==> config.mk <==
export PLATFORM = sky130hd
export DESIGN_NAME = eft_vmap
export DESIGN_NICKNAME = d
export VERILOG_FILES = /design/src/design/eft_pkg.sv /design/src/design/eft_vmap.sv
export SDC_FILE = /design/constraint.sdc
export NUM_CORES = 1
export LEC_CHECK = 0
export BUFFER_PORTS_ARGS = -buffer_cell sky130_fd_sc_hd__buf_2
export CELL_PAD_IN_SITES_DETAIL_PLACEMENT = 0
export CELL_PAD_IN_SITES_GLOBAL_PLACEMENT = 2
export CORE_MARGIN = 1.5
export CORE_UTILIZATION = 53
export CTS_CLUSTER_DIAMETER = 40
export DETAILED_ROUTE_END_ITERATION = 10
export GPL_ROUTABILITY_DRIVEN = 0
export PLACE_DENSITY_LB_ADDON = 0.15
export SYNTH_ARGS = -nofsm -noshare
export SYNTH_HDL_FRONTEND = slang
export SYNTH_SLANG_ARGS = --single-unit
==> constraint.sdc <==
create_clock -name clk -period 4.2 [get_ports clk]
set_clock_uncertainty 0.15 [all_clocks]
set_input_delay 0.21 -clock clk [delete_from_list [all_inputs] [get_ports clk]]
set_output_delay 0.21 -clock clk [all_outputs]
set_load 0.01 [all_outputs]
==> src/design/eft_pkg.sv <==
// Shared constants, types and codes for the event flag table.
package eft_pkg;

	localparam int NUM_SLOTS = 1024;
	localparam int ID_W = 10;
	localparam int PAT_W = 64;
	localparam int SLOT_W = $clog2(NUM_SLOTS);
	localparam int ROW_W = 64;
	localparam int BIT_W = $clog2(ROW_W);
	localparam int NUM_ROWS = (NUM_SLOTS + ROW_W - 1) / ROW_W;
	localparam int ROW_IDX_W = (NUM_ROWS > 1) ? $clog2(NUM_ROWS) : 1;
	localparam int MAP_W = ROW_IDX_W + BIT_W;

	typedef enum logic [2:0] {
		ACT_CREATE = 3'd0,
		ACT_DELETE = 3'd1,
		ACT_SET    = 3'd2,
		ACT_CLEAR  = 3'd3,
		ACT_POLL   = 3'd4
	} action_t;

	typedef enum logic [1:0] {
		STAT_OK      = 2'd0,
		STAT_INVALID = 2'd1,
		STAT_FULL    = 2'd2,
		STAT_BUSY    = 2'd3
	} status_t;

	typedef enum logic [1:0] {
		ST_IDLE,
		ST_READ,
		ST_LOOK,
		ST_WRITE
	} state_t;

	typedef struct packed {
		logic [2:0]       action;
		logic [ID_W-1:0]  flag_id;
		logic [PAT_W-1:0] bit_pattern;
		logic             match_any;
		logic             clear_all_on_match;
		logic             clear_mask_on_match;
	} req_item_t;

	typedef struct packed {
		logic [1:0]       status;
		logic [ID_W-1:0]  new_id;
		logic [PAT_W-1:0] result_pattern;
	} rsp_item_t;

	typedef struct packed {
		logic                 rd_en;
		logic [ROW_IDX_W-1:0] rd_row;
		logic                 wr_en;
		logic [ROW_IDX_W-1:0] wr_row;
		logic [ROW_W-1:0]     wr_word;
	} map_req_t;

	typedef struct packed {
		logic [ROW_IDX_W-1:0] free_row;
		logic                 has_free;
		logic [ROW_W-1:0]     row_word;
	} map_rsp_t;

endpackage

==> src/design/eft_vmap.sv <==
// Slot occupancy map: one row memory of valid bits with per-row valid and full flags.
module eft_vmap (
	input  logic              clk,
	input  logic              arst_n,
	input  eft_pkg::map_req_t mreq,
	output eft_pkg::map_rsp_t mrsp
);
	import eft_pkg::*;

	logic [ROW_W-1:0]    vmem [NUM_ROWS];
	logic [NUM_ROWS-1:0] row_vld_q;
	logic [NUM_ROWS-1:0] row_full_q;
	logic [ROW_W-1:0]    word_q;
	logic [ROW_W-1:0]    fixed_q;
	logic                hit_vld_q;

	function automatic logic [ROW_W-1:0] fixed_mask(input logic [ROW_IDX_W-1:0] row);
		logic [ROW_W-1:0] m;
		int unsigned      slot;
		for (int b = 0; b < ROW_W; b++) begin
			slot = int'(row) * ROW_W + b;
			m[b] = (slot == 0) || (slot >= NUM_SLOTS);
		end
		return m;
	endfunction

	always_comb begin
		mrsp.free_row = '0;
		mrsp.has_free = 1'b0;
		mrsp.row_word = (hit_vld_q ? word_q : '0) | fixed_q;
		for (int r = NUM_ROWS - 1; r >= 0; r--) begin
			if (!row_full_q[r]) begin
				mrsp.free_row = ROW_IDX_W'(r);
				mrsp.has_free = 1'b1;
			end
		end
	end

	always_ff @(posedge clk or negedge arst_n) begin
		if (!arst_n) begin
			row_vld_q  <= '0;
			row_full_q <= '0;
		end else if (mreq.wr_en) begin
			row_vld_q[mreq.wr_row]  <= 1'b1;
			row_full_q[mreq.wr_row] <= &mreq.wr_word;
		end
	end

	always_ff @(posedge clk) begin
		if (mreq.wr_en) begin
			vmem[mreq.wr_row] <= mreq.wr_word;
		end
		if (mreq.rd_en) begin
			word_q    <= vmem[mreq.rd_row];
			fixed_q   <= fixed_mask(mreq.rd_row);
			hit_vld_q <= row_vld_q[mreq.rd_row];
		end
	end
endmodule

[Word-level counts from Yosys, hierarchy flattened]
Memories as Yosys holds them, arrays and structs flattened. A register that Yosys moved wholly into a read port is not among the register bits.
Index checks and enable logic that the tools add are counted.
Word-level totals
  bits in writable memories: 1024
  register bits: 97
  logic and storage cells: 291
  memories kept: 1
  input port bits: 76
Memories
  vmem: words 16, bits a word 64, rd ports 1, clocked after memory_dff 1, write ports 1, RTL line eft_vmap.sv:10  | logic [ROW_W-1:0] vmem [NUM_ROWS];
Operators by class
  reduce and logical (&&, ||, !) cells: 130
  bitwise gates (word level): 2
  mux-type cells: 24
  order comparisons: 67
  add/subtract/negate cells: 63
Operators by type and width (number)
  zero test 32 bit: 64
  >= comparator 11 bit (second input constant): 63
  adder 10 x 6 -> 11 bit (second input constant): 32
  adder 10 x 5 -> 11 bit (second input constant): 16
  adder 10 x 4 -> 11 bit (second input constant): 8
  2-to-1 mux 5 bit: 16
  logical OR 1 bit: 64
  2-to-1 mux 64 bit: 1
  OR 64 bit: 1
  AND reduction 64 bit: 1
  adder 10 x 3 -> 11 bit (second input constant): 4
  adder 10 x 2 -> 11 bit (second input constant): 2
  bitwise mux 16 bit: 1
  OR 16 bit: 1
  adder 10 x 1 -> 11 bit (second input constant): 1
  >= comparator 10 x 11 -> 1 bit (second input constant): 1
  < comparator 4 x 5 -> 1 bit (second input constant): 2
  binary-select mux 1 bit (select 4 bit): 1
  demux 1 bit (select 4 bit): 1
  >= comparator 4 x 1 -> 1 bit (second input constant): 1
  2-to-1 mux 1 bit: 4
  logical AND 1 bit: 1

[Logic depth before layout (Yosys ltp)]
  depth in word-level cells: 16
  mapped depth: 7

[Least setup slack after synthesis]
OpenSTA, ideal clock, no wires.
  path type: input -> register
  start: in mreq[64] in the netlist's numbering
  end: mem vmem[12][0], enable pin
  arrival: 1994 ps
  stages on the path: 3
  buffers on the path: 0
  path slack: 1638 ps
  data required time: 3632 ps
  cell sequence: nor3b_1 > nand3_1 > inv_1
RTL lines
  start, declared: RTL line eft_vmap.sv:5  | input eft_pkg::map_req_t mreq,
  end, declared: RTL line eft_vmap.sv:10
No word-level cell before the write port.

[Worst setup path after layout]
  start: in mreq[64] in the netlist's numbering
  end: mem vmem[8][49], enable pin
No word-level cell before the write port.

==> impl_metrics.py <==
metrics = {
    "global_route": {
        "grt_pass1_vias": 21600,
        "track_usage": 0.244,
        "grt_pass1_wl_um": 144000,
        "grt_max_degree": 79,
        "gr-total-overflow": 0,
        "grt_antenna_before_repair": 5,
    },
    "placed_design": {
        "dp_slack_ns": 1.44,
        "port-buffer-count": 144,
        "dpl-instance-area_mm2": 0.0452,
        "place_inst": 3116,
        "dp_hpwl_um": 52100,
    },
    "synth": {
        "syn-instance-count": 1950,
        "syn-cell-area_mm2": 0.0429,
        "ys_seq_area_frac": 0.781,
        "yosys_warnings": 0,
        "ys_ff_latch": 1122,
        "synth.net_count": 2026,
        "yosysUniqueCellTypes": 29,
        "synth.avg_cell_area_um2": 22.0,
    },
    "floorplanning": {
        "die_h_um": 288,
        "row_count": 104,
        "start_util": 0.534,
        "io_pins": 145,
        "dieArea_mm2": 0.0827,
        "die_x_um": 288,
        "core_mm2": 0.0803,
    },
    "detailed_routing": {
        "wl_per_cell_um": 28.5,
        "dr.pass1.iters": 5,
        "drt-total-wl_um": 98400,
        "dr_wl_met2_um": 51200,
        "avgViaCountPerCell": 5.98,
        "routed.top_layer": "met5",
        "met1_length_um": 40900,
        "ant_nets": 0,
        "vias": 20700,
        "route.detailed.drc": 0,
        "met3WireLength_um": 4460,
        "drtIter0Drc": 1933,
    },
    "setup_path": {
        "ff2ff_path_depth": 4,
        "critPathMaxFanout": 36,
        "critPathLaunchType": "input pin",
        "cp-end-kind": "flip-flop",
        "cp_data_required_time_ns": 4.44,
        "crit_type": "input pin to flip-flop",
        "worstPathArrival_ns": 2.97,
    },
    "clock_network": {
        "tritoncts": "built",
        "post_cts_resized": 0,
        "cts_root_buf": "clkbuf_16",
        "clk_pin_slew_ns": 0.05,
        "postCtsSetupBuffers": 0,
        "hold_buffers": 77,
        "numCtsBuffers": 141,
        "h-tree-depth": 4,
        "cts.sinks": 1122,
        "worstSkewPairLatency_ns": 0.71,
        "max-clock-path-buffers": 3,
    },
    "timing": {
        "slew_headroom": 0.398,
        "fmax_ghz": 0.367,
        "rsz0062_at_grt": "no",
        "setup_viol": 0,
        "maxSlewViolCount": 0,
        "finalHoldViolations": 0,
        "setup_ws_ns": 1.47,
        "post-route-min-period_ns": 2.73,
        "tightest_slew_ns": 0.903,
        "finalSetupTns_ns": 0,
        "min_period_over_period": 0.649,
    },
    "run_status": {
        "status": "finished, final reports clean",
    },
    "cells_and_area": {
        "mostFrequentLayoutCells": "1090 x edfxtp_1, 260 x mux4_2, 149 x clkbuf_16",
        "design_area_mm2": 0.0507,
        "drive_above_1_share": 0.299,
        "area_growth_pct": 18.1,
        "nets": 2352,
        "mostFrequentLayoutCell": "edfxtp_1",
        "fin_cells": 3454,
    },
    "power_and_ir_drop": {
        "clkPwrFrac": 0.458,
        "p_sw_mw": 5.47,
        "comb_power_share": 0.053,
        "vdd_drop_max_mv": 0.381,
        "internal_power_mw": 20.4,
        "netSwitchingFraction": 0.211,
        "powerDensity_mw_per_mm2": 511,
        "p_seq_frac": 0.489,
        "leakagePower_nw": 16.6,
    },
    "min_path": {
        "holdPathStages": 4,
        "hp-class": "input pin to flip-flop",
    },
    "run": {
        "cap_violations": 0,
    },
}
==> cell type report <==
type | instances | area [um^2]
Multi-Input combinational cell | 705 | 8750
Timing Repair Buffer | 286 | 2240
Antenna cell | 1 | 2.50
Clock buffer | 168 | 3810
Inverter | 20 | 115
Sequential cell | 1122 | 33500
Fill cell | 5488 | 29600
Tap cell | 1060 | 1330
Clock inverter | 92 | 883
==> kinds of logic (layout without fill, tap and decap cells) <==
| kind of cell | after synthesis | in the layout | synth area share |
|---|---|---|---|
| AO/OA/AOI/OAI | 157 | 157 | 0.0224 |
| multiplexers | 325 | 325 | 0.152 |
| other | 0 | 1 | 0 |
| flip-flops | 1122 | 1122 | 0.781 |
| AND/OR/NAND/NOR | 223 | 223 | 0.0300 |
| buffers and inverters | 123 | 566 | 0.0145 |
==> metal layers <==
layer	up-vias	global-route usage
met1	11100	0.334
met4	4	0.0668
met2	616	0.415
met3	135	0.0344
met5	-	0
li1	8828	-
==> worst max-delay path, stage by stage <==
cell and delay [ns]:
dlygate4sd3_1 0.53, buf_2 0.14, nor3b_1 0.26, dlygate4sd3_1 0.65, nand2_1 0.15, inv_4 0.63
buf_4 0.33
==> per-stage QoR <==
step,hold slack [ns],utilization,power (mW)
floorplan,-0.236,-,13.6
global placement,0.146,0.563,14.2
detailed placement,0.160,0.563,14.2
CTS,0.0789,0.631,26.1
global route,0.116,0.631,26.6
finish,0.0679,0.631,25.9
==> state kept, by name, indices dropped and copies added, names as in the netlist <==
name	count
row_full_q	16
hit_vld_q	1
word_q	64
fixed_q	1
row_vld_q	16
vmem	1024
==> power groups by stage <==
| stage | registers (mW) | clock network [mW] | logic, mW |
|---|---|---|---|
| after floorplan | 12.9 | 0 | 0.777 |
| after global placement | 12.9 | 0 | 1.30 |
| after detailed placement | 12.9 | 0 | 1.33 |
| after CTS | 12.7 | 12.0 | 1.39 |
| after global routing | 12.7 | 12.5 | 1.47 |
| final | 12.7 | 11.9 | 1.36 |
==> synth_stat cells (all sizes together) <==
cell type | count | share of area
nand2b | 16 | 0.0023
and3b | 1 | 0.00020
mux2i | 65 | 0.015
nor3b | 1 | 0.00018
inv | 20 | 0.0017
o21ai | 20 | 0.0023
edfxtp | 1090 | 0.76
nor3 | 2 | 0.00023
a31oi | 3 | 0.00044
a211oi | 65 | 0.011
a21o | 1 | 0.00018
and2 | 63 | 0.0092
nor4 | 5 | 0.00073
buf | 52 | 0.0083
clkbuf | 51 | 0.0045
nand4 | 21 | 0.0031
nand3 | 5 | 0.00058
a21oi | 66 | 0.0077
and3 | 1 | 0.00015
nor2b | 67 | 0.0098
o211ai | 1 | 0.00018
dfrtp | 32 | 0.019
mux4 | 260 | 0.14
nor2 | 5 | 0.00044
o2111ai | 1 | 0.00020
nand2 | 36 | 0.0031
==> path summary, 6_finish.rpt <==
check / end / slack, ns / startpoint
worst max register to register: word_q[0]$_DFFE_PP_ / 2.35 / vmem[3][0]$_DFFE_PP_
max in group asynchronous: row_full_q[4]$_DFFE_PN0P_ / 3.33 / arst_n
worst max-delay path: vmem[8][49]$_DFFE_PP_ / 1.47 / mreq[64]
worst min-delay path: word_q[49]$_DFFE_PP_ / 0.07 / mreq[71]
worst min register to register: row_vld_q[6]$_DFFE_PN0P_ / 0.31 / row_vld_q[6]$_DFFE_PN0P_
min in group asynchronous: row_vld_q[15]$_DFFE_PN0P_ / 0.39 / arst_n
(Power assumes the default switching activity.)
